$ cat src/rtl/ibfc_pkg.sv
// Package for the input boost frequency controller.
// Holds event and mode codes, register indexes, widths and shared structs.
// No dependencies.
`default_nettype none

package ibfc_pkg;

    localparam int TIMER_BITS_DEFAULT = 16;
    localparam int DUR_W              = 16;
    localparam int FREQ_W             = 24;
    localparam int OP_W               = 3;
    localparam int MODE_W             = 2;
    localparam int CFG_IDX_W          = 3;

    // event codes
    localparam logic [OP_W-1:0] OP_TICK   = 3'd0;
    localparam logic [OP_W-1:0] OP_INPUT  = 3'd1;
    localparam logic [OP_W-1:0] OP_KICK   = 3'd2;
    localparam logic [OP_W-1:0] OP_SUSP   = 3'd3;
    localparam logic [OP_W-1:0] OP_RESUME = 3'd4;
    localparam logic [OP_W-1:0] OP_QUERY  = 3'd5;

    // mode codes
    localparam logic [MODE_W-1:0] MODE_IDLE  = 2'd0;
    localparam logic [MODE_W-1:0] MODE_INPUT = 2'd1;
    localparam logic [MODE_W-1:0] MODE_MAX   = 2'd2;
    localparam logic [MODE_W-1:0] MODE_OFF   = 2'd3;

    // register indexes
    localparam logic [CFG_IDX_W-1:0] REG_INPUT_DUR   = 3'd0;
    localparam logic [CFG_IDX_W-1:0] REG_WAKE_DUR    = 3'd1;
    localparam logic [CFG_IDX_W-1:0] REG_BOOST_LIT   = 3'd2;
    localparam logic [CFG_IDX_W-1:0] REG_BOOST_BIG   = 3'd3;
    localparam logic [CFG_IDX_W-1:0] REG_IDLE_LIT    = 3'd4;
    localparam logic [CFG_IDX_W-1:0] REG_IDLE_BIG    = 3'd5;

    localparam logic [DUR_W-1:0]  INPUT_DUR_RST = 16'd200;
    localparam logic [DUR_W-1:0]  WAKE_DUR_RST  = 16'd500;
    localparam logic [FREQ_W-1:0] FULL_SCALE    = 24'hFFFFFF;

    typedef struct packed {
        logic [DUR_W-1:0]  input_duration;
        logic [DUR_W-1:0]  wake_duration;
        logic [FREQ_W-1:0] boost_freq_little;
        logic [FREQ_W-1:0] boost_freq_big;
        logic [FREQ_W-1:0] idle_freq_little;
        logic [FREQ_W-1:0] idle_freq_big;
    } cfg_t;

    typedef struct packed {
        logic              within_input;
        logic [MODE_W-1:0] mode;
        logic [FREQ_W-1:0] freq_big;
        logic [FREQ_W-1:0] freq_little;
    } result_t;

endpackage

`default_nettype wire

$ cat src/rtl/input_boost_frequency_controller_top.sv
// Top level of the input boost frequency controller.
// Holds the configuration registers and a two-entry result buffer.
// Depends on ibfc_pkg and ibfc_core.
//
//  channel  | direction | tdata (low bit up)                         | tuser
//  s_axis   | in        | max_duration[15:0], query_timeout[31:16]   | op[2:0]
//  m_axis   | out       | freq_little[23:0], freq_big[47:24],        | mode[1:0]
//           |           | within_input[48], zero pad to 56 bits      |
//  cfg      | in        | cfg_index selects register, cfg_data value | -
//
// One word per cycle while s_axis_tready is high; each result is registered on m_axis.
// The event update and result select sit between the state registers and the result register.
// Reset clears state and loads register defaults (200, 500, then zeros).
// A skid register takes one more word while m_axis stalls; s_axis_tready drops when it is full.
`default_nettype none

module input_boost_frequency_controller_top #(
    parameter int TIMER_BITS = ibfc_pkg::TIMER_BITS_DEFAULT
) (
    input  wire logic                              clk,
    input  wire logic                              rst_n,
    input  wire logic                              s_axis_tvalid,
    output logic                                   s_axis_tready,
    input  wire logic [31:0]                       s_axis_tdata,  // max_duration, query_timeout
    input  wire logic [ibfc_pkg::OP_W-1:0]         s_axis_tuser,  // op
    output logic                                   m_axis_tvalid,
    input  wire logic                              m_axis_tready,
    output logic [55:0]                            m_axis_tdata,  // freq_little, freq_big, within_input
    output logic [ibfc_pkg::MODE_W-1:0]            m_axis_tuser,  // mode
    input  wire logic                              cfg_valid,
    output logic                                   cfg_ready,
    input  wire logic [ibfc_pkg::CFG_IDX_W-1:0]    cfg_index,
    input  wire logic [ibfc_pkg::FREQ_W-1:0]       cfg_data
);
    import ibfc_pkg::*;

    cfg_t    cfg_reg;
    result_t res_comb;
    result_t out_reg, skid_reg;
    logic    out_valid_reg, skid_valid_reg;
    logic    accept, pop;

    assign cfg_ready     = 1'b1;
    assign s_axis_tready = !skid_valid_reg;
    assign accept        = s_axis_tvalid && s_axis_tready;
    assign pop           = out_valid_reg && m_axis_tready;

    always_ff @(posedge clk or negedge rst_n)
    begin
        if (!rst_n)
        begin
            cfg_reg.input_duration    <= INPUT_DUR_RST;
            cfg_reg.wake_duration     <= WAKE_DUR_RST;
            cfg_reg.boost_freq_little <= '0;
            cfg_reg.boost_freq_big    <= '0;
            cfg_reg.idle_freq_little  <= '0;
            cfg_reg.idle_freq_big     <= '0;
        end
        else if (cfg_valid && cfg_ready)
        begin
            unique case (cfg_index)
                REG_INPUT_DUR: cfg_reg.input_duration    <= cfg_data[DUR_W-1:0];
                REG_WAKE_DUR:  cfg_reg.wake_duration     <= cfg_data[DUR_W-1:0];
                REG_BOOST_LIT: cfg_reg.boost_freq_little <= cfg_data;
                REG_BOOST_BIG: cfg_reg.boost_freq_big    <= cfg_data;
                REG_IDLE_LIT:  cfg_reg.idle_freq_little  <= cfg_data;
                REG_IDLE_BIG:  cfg_reg.idle_freq_big     <= cfg_data;
                default:
                begin
                end
            endcase
        end
    end

    ibfc_core #(
        .TIMER_BITS(TIMER_BITS)
    ) u_core (
        .clk           (clk),
        .rst_n         (rst_n),
        .accept        (accept),
        .op            (s_axis_tuser),
        .max_duration  (s_axis_tdata[15:0]),
        .query_timeout (s_axis_tdata[31:16]),
        .cfg           (cfg_reg),
        .result        (res_comb)
    );

    // output word plus one skid word
    always_ff @(posedge clk or negedge rst_n)
    begin
        if (!rst_n)
        begin
            out_valid_reg  <= 1'b0;
            skid_valid_reg <= 1'b0;
        end
        else if (pop)
        begin
            if (skid_valid_reg)
            begin
                skid_valid_reg <= 1'b0;
            end
            else
            begin
                out_valid_reg <= accept;
            end
        end
        else if (accept)
        begin
            if (out_valid_reg)
                skid_valid_reg <= 1'b1;
            else
                out_valid_reg <= 1'b1;
        end
    end

    always_ff @(posedge clk)
    begin
        if (pop)
        begin
            if (skid_valid_reg)
                out_reg <= skid_reg;
            else if (accept)
                out_reg <= res_comb;
        end
        else if (accept)
        begin
            if (out_valid_reg)
                skid_reg <= res_comb;
            else
                out_reg <= res_comb;
        end
    end

    assign m_axis_tvalid = out_valid_reg;
    assign m_axis_tdata  = {7'd0, out_reg.within_input, out_reg.freq_big, out_reg.freq_little};
    assign m_axis_tuser  = out_reg.mode;

    a_skid_implies_out: assert property (@(posedge clk) disable iff (!rst_n)
        skid_valid_reg |-> out_valid_reg)
        else $error("skid word held with empty output register");

    a_off_zero_freq: assert property (@(posedge clk) disable iff (!rst_n)
        m_axis_tvalid && m_axis_tuser == MODE_OFF |-> m_axis_tdata[47:0] == '0)
        else $error("screen off result with nonzero frequency");

    a_max_full_scale: assert property (@(posedge clk) disable iff (!rst_n)
        m_axis_tvalid && m_axis_tuser == MODE_MAX
        |-> m_axis_tdata[23:0] == FULL_SCALE && m_axis_tdata[47:24] == FULL_SCALE)
        else $error("max boost result not at full scale");

endmodule

`default_nettype wire

$ cat src/rtl/ibfc_core.sv
// Boost state: screen-off flag, two countdown timers, ticks since input.
// Applies one event per cycle while accept is high and forms the result from the updated state.
// Depends on ibfc_pkg.
`default_nettype none

module ibfc_core #(
    parameter int TIMER_BITS = ibfc_pkg::TIMER_BITS_DEFAULT
) (
    input  wire logic                          clk,
    input  wire logic                          rst_n,
    input  wire logic                          accept,
    input  wire logic [ibfc_pkg::OP_W-1:0]     op,
    input  wire logic [ibfc_pkg::DUR_W-1:0]    max_duration,
    input  wire logic [ibfc_pkg::DUR_W-1:0]    query_timeout,
    input  wire ibfc_pkg::cfg_t                cfg,
    output ibfc_pkg::result_t                  result
);
    import ibfc_pkg::*;

    localparam int W     = TIMER_BITS;
    localparam int CMP_W = (W > DUR_W) ? W : DUR_W;

    logic         screen_off_reg, screen_off_next;
    logic [W-1:0] input_rem_reg, input_rem_next;
    logic [W-1:0] max_rem_reg, max_rem_next;
    logic [W-1:0] since_reg, since_next;

    logic [DUR_W-1:0] kick_dur;
    logic [W-1:0]     kick_want;
    logic [W-1:0]     input_load;
    logic [CMP_W-1:0] since_cmp, timeout_cmp;

    assign kick_dur = (op == OP_RESUME) ? cfg.wake_duration : max_duration;

    // durations wider than the timer saturate
    generate
        if (W > DUR_W) begin : g_wide
            assign kick_want  = W'(kick_dur);
            assign input_load = W'(cfg.input_duration);
        end else if (W == DUR_W) begin : g_equal
            assign kick_want  = kick_dur;
            assign input_load = cfg.input_duration;
        end else begin : g_narrow
            assign kick_want  = (|kick_dur[DUR_W-1:W]) ? '1 : kick_dur[W-1:0];
            assign input_load = (|cfg.input_duration[DUR_W-1:W]) ? '1
                                : cfg.input_duration[W-1:0];
        end
    endgenerate

    always_comb
    begin
        screen_off_next = screen_off_reg;
        input_rem_next  = input_rem_reg;
        max_rem_next    = max_rem_reg;
        since_next      = since_reg;
        if (accept)
        begin
            unique case (op)
                OP_TICK:
                begin
                    if (input_rem_reg != '0)
                        input_rem_next = input_rem_reg - 1'b1;
                    if (max_rem_reg != '0)
                        max_rem_next = max_rem_reg - 1'b1;
                    if (since_reg != '1)
                        since_next = since_reg + 1'b1;
                end
                OP_INPUT:
                begin
                    if (!screen_off_reg && cfg.input_duration != '0)
                        input_rem_next = input_load;
                    since_next = '0;
                end
                OP_KICK:
                begin
                    if (!screen_off_reg && !(max_rem_reg > kick_want))
                        max_rem_next = kick_want;
                end
                OP_SUSP:
                begin
                    screen_off_next = 1'b1;
                end
                OP_RESUME:
                begin
                    screen_off_next = 1'b0;
                    if (!(max_rem_reg > kick_want))
                        max_rem_next = kick_want;
                end
                default:
                begin
                end
            endcase
        end
    end

    always_ff @(posedge clk or negedge rst_n)
    begin
        if (!rst_n)
        begin
            screen_off_reg <= 1'b0;
            input_rem_reg  <= '0;
            max_rem_reg    <= '0;
            since_reg      <= '0;
        end
        else
        begin
            screen_off_reg <= screen_off_next;
            input_rem_reg  <= input_rem_next;
            max_rem_reg    <= max_rem_next;
            since_reg      <= since_next;
        end
    end

    assign since_cmp   = CMP_W'(since_next);
    assign timeout_cmp = CMP_W'(query_timeout);

    always_comb
    begin
        if (screen_off_next)
        begin
            result.freq_little = '0;
            result.freq_big    = '0;
            result.mode        = MODE_OFF;
        end
        else if (max_rem_next != '0)
        begin
            result.freq_little = FULL_SCALE;
            result.freq_big    = FULL_SCALE;
            result.mode        = MODE_MAX;
        end
        else if (input_rem_next != '0)
        begin
            result.freq_little = cfg.boost_freq_little;
            result.freq_big    = cfg.boost_freq_big;
            result.mode        = MODE_INPUT;
        end
        else
        begin
            result.freq_little = cfg.idle_freq_little;
            result.freq_big    = cfg.idle_freq_big;
            result.mode        = MODE_IDLE;
        end
        result.within_input = (since_next != '1) && (since_cmp < timeout_cmp);
    end

    a_input_clears_since: assert property (@(posedge clk) disable iff (!rst_n)
        accept && op == OP_INPUT |=> since_reg == '0)
        else $error("since-input count not cleared by input event");

    a_suspend_sets_off: assert property (@(posedge clk) disable iff (!rst_n)
        accept && op == OP_SUSP |=> screen_off_reg)
        else $error("suspend did not set screen off");

    a_idle_holds_state: assert property (@(posedge clk) disable iff (!rst_n)
        !accept |=> $stable(max_rem_reg) && $stable(input_rem_reg) && $stable(since_reg))
        else $error("state moved without an accepted word");

endmodule

`default_nettype wire
$ cat config.mk
export PLATFORM = sky130hd
export DESIGN_NAME = input_boost_frequency_controller_top
export DESIGN_NICKNAME = d
export VERILOG_FILES = /design/src/rtl/ibfc_pkg.sv /design/src/rtl/input_boost_frequency_controller_top.sv /design/src/rtl/ibfc_core.sv
export SDC_FILE = /design/constraint.sdc
export NUM_CORES = 1
export LEC_CHECK = 0
export ABC_AREA = 1
export BUFFER_PORTS_ARGS = -buffer_cell sky130_fd_sc_hd__buf_2
export CORE_ASPECT_RATIO = 0.75
export CORE_MARGIN = 1
export CORE_UTILIZATION = 45
export DETAILED_ROUTE_END_ITERATION = 6
export SETUP_SLACK_MARGIN = 0.4
export SYNTH_ARGS = -nofsm -noshare
export SYNTH_HDL_FRONTEND = slang
export SYNTH_SLANG_ARGS = --single-unit
$ cat constraint.sdc
create_clock -name clk -period 8.9 [get_ports clk]
set_clock_uncertainty 0.05 [all_clocks]
set_input_delay 1.335 -clock clk [delete_from_list [all_inputs] [get_ports clk]]
set_output_delay 1.335 -clock clk [all_outputs]
set_load 0.01 [all_outputs]
==> flow_metrics.py, run 1 <==
metrics = {
    "run_status": {
        "status": "finished, final reports clean",
    },
    "detailed_routing": {
        "routed_wl_mm": 41.4,
        "drc": 0,
        "vias": 13100,
        "dr.pass1.iters": 5,
        "ant_nets": 0,
        "post_drt_wl_per_cell_um": 16.2,
        "vias_per_cell": 5.13,
        "drt_iter0_markers": 1227,
    },
    "worst_setup_path": {
        "cp.arrival_ns": 6.44,
        "slowest_stage": "nor2_4",
        "required_ns": 9.12,
        "endpoint_kind": "flop",
        "startpoint_type": "input port",
        "cpPeakStageDelay_ns": 0.68,
        "cp_max_fo": 33,
        "crit_type": "in -> reg",
        "cpMostUsedCell": "nand2_1",
    },
    "clocking": {
        "ctsResizeCount": 0,
        "numCtsBuffers": 30,
        "cts_hold_buf": 0,
        "cts_tree": "built",
        "clock-sinks": 281,
        "post_cts.repair.setup_buffers": 0,
        "htree_num_levels": 1,
        "clk_path_buf_depth": 3,
        "cts_root_buf": "clkbuf_16",
        "clk_latency_ns": 0.56,
        "path_clk_slew_ns": 0.06,
    },
    "placement": {
        "hpwlAfterDp_mm": 27.9,
        "portBuffers": 119,
        "dpl-instance-area_um2": 16400,
        "gp_congestion": 0.917,
        "dp.cells": 2498,
    },
    "sta": {
        "relSlewSlack": 0.283,
        "hold_viol": 0,
        "rsz0062_at_grt": "no",
        "worst-slew-pin-transition_ns": 1.07,
        "max_clock_freq_mhz": 161,
        "tns_ns": 0,
        "fin_crit_ns": 6.22,
        "period_share": 0.699,
        "setup_viol": 0,
        "finalMaxSlewViolations": 0,
    },
    "synth": {
        "avgSynthCellArea_um2": 7.74,
        "ys_ff_latch": 281,
        "synthCells": 2007,
        "ys_types": 40,
        "yosysSeqAreaShare": 0.486,
        "synth_warnings": 0,
        "syn_area_um2": 15500,
    },
    "layout": {
        "area_growth_pct": 12.4,
        "drive_gt1_frac": 0.107,
        "n_antenna_cell": 0,
        "nets": 2183,
        "largest_reg_flops": 128,
        "stdcell_count": 2554,
        "final_area_um2": 17500,
    },
    "floorplan": {
        "start_util": 0.461,
        "coreArea_um2": 33700,
        "fp.dieH_um": 163,
        "ioPinCount": 128,
        "rows": 58,
        "die_w_um": 217,
        "die_area_um2": 35300,
    },
    "global_routing": {
        "grt_pass1_vias": 12200,
        "grt.overflow.total": 0,
        "grt_util_all_layers": 0.237,
        "grt_pass1_wl_mm": 66.6,
        "antenna_found_initial": 0,
        "grt_max_degree": 103,
    },
    "flow_run": {
        "cap_viol_max_count": 0,
    },
    "hold_path": {
        "hold_class": "reg -> reg",
    },
    "power_and_ir_drop": {
        "p_leak_nw": 8.45,
        "ir_worst_vdd_mv": 0.182,
        "powerDensity_nw_per_um2": 295,
    },
}
## power by group
group | internal (mW) | switching, mW
clock | 0.828 | 0.533
combinational | 0.563 | 1.20
sequential | 1.78 | 0.243
total | 3.17 | 1.98
## area by class of cell
| type | instances | area, um2 |
|---|---|---|
| Sequential cell | 281 | 7550 |
| Multi-Input combinational cell | 1370 | 6590 |
| Fill cell | 3407 | 16300 |
| Inverter | 263 | 987 |
| Clock inverter | 16 | 236 |
| Clock buffer | 40 | 830 |
| Tap cell | 450 | 563 |
| Timing Repair Buffer | 134 | 714 |
## synth_stat cells
cell type  instances  area share
buf_4             11      0.0053
nand3_2            1     0.00064
a211oi_1           1     0.00048
ha_1              36       0.029
buf_2             33       0.011
inv_2              6      0.0014
clkbuf_1          45       0.011
or2_2              1     0.00040
o21ai_1           16      0.0052
dfstp_2            9       0.015
o21ai_0          171       0.055
nor2_4             4      0.0029
o22ai_1            2     0.00080
and3_1             1     0.00040
nor2_1           172       0.042
nor3_1             9      0.0029
nand4_2            1     0.00080
nor3_2             1     0.00064
nor3_4             1      0.0010
nand2_4            1     0.00072
inv_1            257       0.062
mux2i_1           12      0.0077
a21oi_1           75       0.024
nand3b_1          49       0.024
o21a_1             1     0.00048
nand3_1          118       0.038
dfrtp_1          170        0.27
nand2_1          618        0.15
edfxtp_1         102        0.20
buf_6              4      0.0029
nor4_1             1     0.00040
conb_1             2     0.00048
a21o_1             1     0.00048
nand4_1           22      0.0089
nor2_2             6      0.0024
xor2_1            23       0.013
buf_1              6      0.0014
nand2_2            7      0.0028
o211ai_1          10      0.0048
or2_0              1     0.00040
## cells by family (layout without fill, tap and decap cells)
logic type,count (synthesis),in the layout,share of synthesized area
other,2,8,0.000483
flip-flops,281,281,0.486
XOR/XNOR,23,23,0.0130
buffers and inverters,362,453,0.0947
multiplexers,12,12,0.00773
adder cells (fa/ha/maj),36,36,0.0290
AND/OR/NAND/NOR,1014,1014,0.278
AO/OA/AOI/OAI,277,277,0.0914
## final timing paths
| kind | from | end | slack, ns | depth (start not counted) |
|---|---|---|---|---|
| worst max-delay path | s_axis_tuser[1] | m_axis_tdata[6]$_DFFE_PP_ | 2.68 | 31 |
| worst min-delay path | cfg_reg[34]$_DFFE_PN0P_ | cfg_reg[34]$_DFFE_PN0P_ | 0.43 | 2 |
| worst max register to register | cfg_reg[103]$_DFFE_PN1P_ | m_axis_tdata[6]$_DFFE_PP_ | 3.82 | 22 |
| worst min register to register | cfg_reg[34]$_DFFE_PN0P_ | cfg_reg[34]$_DFFE_PN0P_ | 0.43 | 2 |
| max in group asynchronous | rst_n | u_core.input_rem_reg[2]$_DFF_PN0_ | 6.78 | 2 |
| min in group asynchronous | rst_n | u_core.max_rem_reg[10]$_DFF_PN0_ | 0.69 | 1 |
## layout by cell type (no fill, tap or decap), types with 7 or more instances in the layout
| master | n |
|---|---|
| nor3_1 | 9 |
| clkbuf_16 | 31 |
| nand3b_1 | 49 |
| clkbuf_1 | 7 |
| buf_4 | 15 |
| o21ai_0 | 171 |
| xor2_1 | 23 |
| nand2_2 | 9 |
| dfrtp_1 | 170 |
| dfstp_2 | 9 |
| o211ai_1 | 10 |
| nor2_1 | 170 |
| nand2_1 | 616 |
| o21ai_1 | 16 |
| mux2i_1 | 12 |
| nand4_1 | 22 |
| ha_1 | 36 |
| inv_2 | 7 |
| conb_1 | 8 |
| buf_2 | 118 |
| inv_1 | 256 |
| edfxtp_1 | 102 |
| nand3_1 | 118 |
| a21oi_1 | 74 |
## metal layers
metal	vias to the layer above	wire, um	GRT usage
li1	6547	-	-
met1	6096	21600	0.382
met2	398	16400	0.328
met3	53	2510	0.0338
met4	0	830	0.0573
met5	-	0	0
## critical path: cells and delay by family
kind,cells,cell delay [ns]
adder cells (fa/ha/maj),1,0.19
AND/OR/NAND/NOR,22,3.38
AO/OA/AOI/OAI,2,0.23
buffers and inverters,6,1.25
## through the flow
stage | utilization | total power, mW | hold WS [ns] | worst slack [ns]
detailed placement | 0.486 | 3.80 | 0.414 | 2.11
floorplan | - | 3.25 | 0.394 | 3.93
global route | 0.518 | 5.52 | 0.436 | 2.10
finish | 0.518 | 5.15 | 0.427 | 2.68
CTS | 0.518 | 5.18 | 0.430 | 2.70
global placement | 0.486 | 3.77 | 0.407 | 2.21
Power figures use the tool's default switching activity.
==> inputs of run 2 (changes only) <==
==> constraint.sdc (replaced) <==
create_clock -name clk -period 6.45 [get_ports clk]
set_clock_uncertainty 0.05 [all_clocks]
set_input_delay 0.9675 -clock clk [delete_from_list [all_inputs] [get_ports clk]]
set_output_delay 0.9675 -clock clk [all_outputs]
set_load 0.01 [all_outputs]
==> flow_metrics.py, run 2 (synthesis results as in run 1) <==
metrics = {
    "detailed_routing": {
        "drc": 0,
        "vias": 13000,
        "drt_iter0_markers": 1232,
        "dr.pass1.iters": 5,
        "routed_wl_mm": 41.4,
        "ant_nets": 0,
        "post_drt_wl_per_cell_um": 16.1,
        "vias_per_cell": 5.08,
    },
    "layout": {
        "nets": 2194,
        "n_antenna_cell": 0,
        "stdcell_count": 2564,
        "drive_gt1_frac": 0.111,
        "largest_reg_flops": 128,
        "utilization": 0.517,
        "final_cell_mix": "nand2_1, inv_1, o21ai_0",
        "area_growth_pct": 12.3,
        "final_common_cell": "nand2_1",
    },
    "sta": {
        "relSlewSlack": 0.267,
        "hold_viol": 0,
        "worst-slew-pin-transition_ns": 1.10,
        "finalMaxSlewViolations": 0,
        "max_clock_freq_mhz": 201,
        "period_share": 0.771,
        "fin_crit_ns": 4.97,
        "tns_ns": 0,
        "rsz0062_at_grt": "no",
        "setup_viol": 0,
    },
    "flow_run": {
        "cap_viol_max_count": 0,
    },
    "clocking": {
        "cts_root_buf": "clkbuf_16",
        "cts_tree": "built",
        "cts_hold_buf": 0,
        "path_clk_slew_ns": 0.07,
        "post_cts.repair.setup_buffers": 0,
        "numCtsBuffers": 30,
        "clk_path_buf_depth": 3,
        "clock-sinks": 281,
        "htree_num_levels": 1,
        "clk_latency_ns": 0.57,
        "ctsResizeCount": 0,
    },
    "power_and_ir_drop": {
        "powerDensity_nw_per_um2": 397,
        "ir_worst_vdd_mv": 0.244,
        "p_leak_nw": 8.47,
    },
    "global_routing": {
        "antenna_found_initial": 0,
        "grt_pass1_wl_mm": 66.0,
        "grt_max_degree": 83,
        "grt_util_all_layers": 0.237,
        "grt.overflow.total": 0,
        "grt_pass1_vias": 11900,
    },
    "worst_setup_path": {
        "ff2ff_path_depth": 24,
        "cpMostUsedCell": "nand2_1",
        "reg2reg_slack_ns": 2.17,
        "endpoint_kind": "flop",
        "critPathBufInv": 3,
        "r2r_end": "m_axis_tdata[5]$_DFFE_PP_",
        "endpoint": "m_axis_tdata[5]$_DFFE_PP_",
        "cp.arrival_ns": 5.22,
        "slowest_stage": "nor3_4",
        "required_ns": 6.69,
        "reg2reg_from": "cfg_reg[101]$_DFFE_PN1P_",
        "cpPeakStageDelay_ns": 0.47,
        "crit_family": "simple AND/OR/NAND/NOR gates",
        "startpoint_type": "input port",
        "crit_type": "in -> reg",
        "critical_path.startpoint": "s_axis_tuser[1]",
        "cp_max_fo": 25,
        "crit_cells": 25,
    },
    "run_status": {
        "status": "finished, final reports clean",
    },
    "floorplan": {
        "fp.dieH_um": 163,
        "ioPinCount": 128,
        "die_area_um2": 35300,
        "start_util": 0.461,
        "rows": 58,
        "coreArea_um2": 33700,
        "die_w_um": 217,
    },
    "placement": {
        "portBuffers": 119,
        "hpwlAfterDp_mm": 28.6,
        "gp_congestion": 0.928,
        "dp.cells": 2509,
    },
    "hold_path": {
        "hold_class": "in -> async",
    },
}
[run 2: changes by cell type in the layout (fill, tap and decap cells not counted)]
| cell | change |
|---|---|
| clkbuf_1 | +1 |
| bufinv_16 | -5 |
| buf_4 | +10 |
| clkinv_4 | +1 |
| clkbuf_8 | +3 |
| clkinvlp_4 | -2 |
| clkinv_2 | +1 |
| buf_12 | +1 |
[run 2: power by group]
| group | switching (mW) | internal, mW |
|---|---|---|
| combinational | 1.67 | 0.785 |
| sequential | 0.335 | 2.46 |
| clock | 0.711 | 0.976 |
| total | 2.71 | 4.22 |
[run 2: through the flow]
| step | setup WS [ns] | hold slack [ns] | instance area, um2 | total power, mW |
|---|---|---|---|---|
| after floorplan | 1.85 | 0.394 | 15600 | 4.49 |
| after global placement | 0.965 | 0.408 | 16500 | 5.21 |
| after detailed placement | 0.918 | 0.414 | 16500 | 5.25 |
| after CTS | 1.51 | 0.389 | 17500 | 6.96 |
| after global routing | 1.09 | 0.416 | 17500 | 7.44 |
| final | 1.48 | 0.354 | 17500 | 6.93 |
[run 2: cell type report]
type | instances | area, um2
well taps | 450 | 563
repair buffers | 145 | 810
inverters | 263 | 987
flip-flops and latches | 281 | 7550
clock buffers | 44 | 875
multi-input cells | 1370 | 6590
fillers | 3307 | 16300
clock inverters | 11 | 85.1
[run 2: how the worst min path moves through the flow]
| stage | startpoint | endpoint | slack [ns] | cells past startpoint |
|---|---|---|---|---|
| finish | rst_n | u_core.max_rem_reg[15]$_DFF_PN0_ | 0.35 | 1 |
| global route | rst_n | u_core.max_rem_reg[15]$_DFF_PN0_ | 0.42 | 1 |
| CTS | rst_n | u_core.max_rem_reg[15]$_DFF_PN0_ | 0.39 | 1 |
| detailed placement | cfg_reg[42]$_DFFE_PN0P_ | cfg_reg[42]$_DFFE_PN0P_ | 0.41 | 2 |
| global placement | cfg_reg[40]$_DFFE_PN0P_ | cfg_reg[40]$_DFFE_PN0P_ | 0.41 | 2 |
| floorplan | cfg_reg[0]$_DFFE_PN0P_ | cfg_reg[0]$_DFFE_PN0P_ | 0.39 | 2 |
[run 2: layer usage]
metal  routed length, um  part of all wire  vias up  GRT usage
li1                    -                 -     6557          -
met1               21600              0.52     6058      0.384
met2               16600              0.40      360      0.331
met3                2270             0.055       61     0.0245
met4                 948             0.023        0     0.0586
met5                   0                 0        -          0
==> inputs of run 3 (changes only) <==
==> constraint.sdc (replaced) <==
create_clock -name clk -period 5 [get_ports clk]
set_clock_uncertainty 0.05 [all_clocks]
set_input_delay 0.75 -clock clk [delete_from_list [all_inputs] [get_ports clk]]
set_output_delay 0.75 -clock clk [all_outputs]
set_load 0.01 [all_outputs]
==> flow_metrics.py, run 3 (synthesis results as in run 1) <==
metrics = {
    "placement": {
        "gp_congestion": 0.914,
        "dpl-instance-area_um2": 16500,
        "dp.cells": 2511,
        "hpwlAfterDp_mm": 28.6,
        "portBuffers": 119,
    },
    "sta": {
        "fin_crit_ns": 4.10,
        "period_share": 0.820,
        "holdWs_ns": 0.172,
        "tns_ns": 0,
        "relSlewSlack": 0.256,
        "hold_viol": 0,
        "setup_viol": 0,
        "worst-slew-pin-transition_ns": 1.11,
        "max_clock_freq_mhz": 244,
        "finalMaxSlewViolations": 0,
        "rsz0062_at_grt": "no",
    },
    "clocking": {
        "htree_num_levels": 1,
        "ctsResizeCount": 0,
        "post_cts.repair.setup_buffers": 0,
        "numCtsBuffers": 30,
        "cts_tree": "built",
        "clk_latency_ns": 0.57,
        "cts_root_buf": "clkbuf_16",
        "path_clk_slew_ns": 0.06,
        "clk_path_buf_depth": 3,
        "clock-sinks": 281,
        "cts_hold_buf": 0,
    },
    "layout": {
        "final_common_cell": "nand2_1",
        "drive_gt1_frac": 0.112,
        "stdcell_count": 2567,
        "register_area_um2": 7550,
        "nets": 2196,
        "n_antenna_cell": 0,
        "largest_reg_flops": 128,
        "final_area_um2": 17500,
        "fillers": 3310,
        "area_growth_pct": 12.5,
        "multi_input_area_um2": 6590,
        "final_cell_mix": "nand2_1, inv_1, o21ai_0",
    },
    "worst_setup_path": {
        "cp.arrival_ns": 4.34,
        "cp_max_fo": 50,
        "endpoint_kind": "flop",
        "cpMostUsedCell": "nand2_1",
        "cpPeakStageDelay_ns": 0.28,
        "required_ns": 5.24,
        "crit_type": "in -> reg",
        "reg2reg_slack_ns": 1.07,
        "startpoint_type": "input port",
        "slowest_stage": "buf_4",
    },
    "global_routing": {
        "grt_pass1_vias": 11900,
        "met1_usage": 0.385,
        "grt_pass1_wl_mm": 66.4,
        "met2_usage": 0.332,
        "grt_util_all_layers": 0.236,
        "antenna_found_initial": 0,
        "grt_max_degree": 94,
        "grt.overflow.total": 0,
        "busiest_layer": "met1",
        "use_met3": 0.0267,
    },
    "power_and_ir_drop": {
        "power.total_mw": 8.99,
        "p_leak_nw": 8.47,
        "powerDensity_nw_per_um2": 514,
        "ir_worst_vdd_mv": 0.286,
    },
    "detailed_routing": {
        "drt_iter0_markers": 1152,
        "vias": 13200,
        "routed_wl_mm": 41.6,
        "dr.pass1.iters": 5,
        "drc": 0,
        "post_drt_wl_per_cell_um": 16.2,
        "ant_nets": 0,
        "vias_per_cell": 5.14,
    },
    "floorplan": {
        "coreArea_um2": 33700,
        "fp.dieH_um": 163,
        "die_w_um": 217,
        "ioPinCount": 128,
        "rows": 58,
        "die_area_um2": 35300,
        "start_util": 0.461,
    },
    "hold_path": {
        "hold_class": "in -> async",
    },
    "run_status": {
        "status": "finished, final reports clean",
    },
    "flow_run": {
        "cap_viol_max_count": 0,
    },
}
-- run 3: cell types whose count changed in the layout (fill, tap and decap cells not counted), sizes merged --
cell / before / now
buf: 145 / 147
bufinv: 1 / 0
clkbuf: 44 / 47
clkinv: 9 / 7
clkinvlp: 0 / 1
-- run 3: routing by layer --
| metal | part of all wire | routed length [um] |
|---|---|---|
| met4 | 0.015 | 612 |
| met3 | 0.060 | 2510 |
| met5 | 0 | 0 |
| met2 | 0.41 | 17000 |
| met1 | 0.52 | 21400 |
-- run 3: critical path: cells and delay by family --
kind | cells | cell delay [ns]
buffers and inverters | 7 | 1.21
adders and majority gates | 1 | 0.18
AOI/OAI and AO/OA | 2 | 0.22
and+or+nand+nor | 22 | 1.91
-- run 3: metrics by stage --
| stage | util | setup slack (ns) |
|---|---|---|
| after floorplan | - | 0.618 |
| after global placement | 0.490 | 0.436 |
| after detailed placement | 0.490 | 0.381 |
| after CTS | 0.518 | 0.961 |
| after global routing | 0.518 | 0.567 |
| final | 0.518 | 0.901 |
-- run 3: layout make-up --
type	instances	share of cell area
Sequential cell	281	0.432
Multi-Input combinational cell	1370	0.377
Inverter	263	0.0564
Clock buffer	47	0.0512
Timing Repair Buffer	147	0.0486
Tap cell	450	0.0322
Clock inverter	9	0.00315
-- run 3: path summary, 6_finish.rpt --
| check | depth (start not counted) | to | startpoint |
|---|---|---|---|
| setup / recovery | 32 | m_axis_tdata[34]$_DFFE_PP_ | s_axis_tuser[0] |
| hold / removal | 1 | u_core.max_rem_reg[15]$_DFF_PN0_ | rst_n |
| setup reg to reg | 17 | m_axis_tdata[48]$_DFFE_PP_ | u_core.since_reg[0]$_DFF_PN0_ |
| hold reg to reg | 2 | cfg_reg[4]$_DFFE_PN0P_ | cfg_reg[4]$_DFFE_PN0P_ |
| max in group asynchronous | 2 | cfg_reg[47]$_DFFE_PN0P_ | rst_n |
| min in group clk | 2 | cfg_reg[4]$_DFFE_PN0P_ | cfg_reg[4]$_DFFE_PN0P_ |
-- run 3: where the power goes --
group          internal [mW]  total [mW]  switching, mW
Combinational           1.06        3.21           2.15
Sequential              3.17        3.62          0.446
Clock                   1.23        2.16          0.934
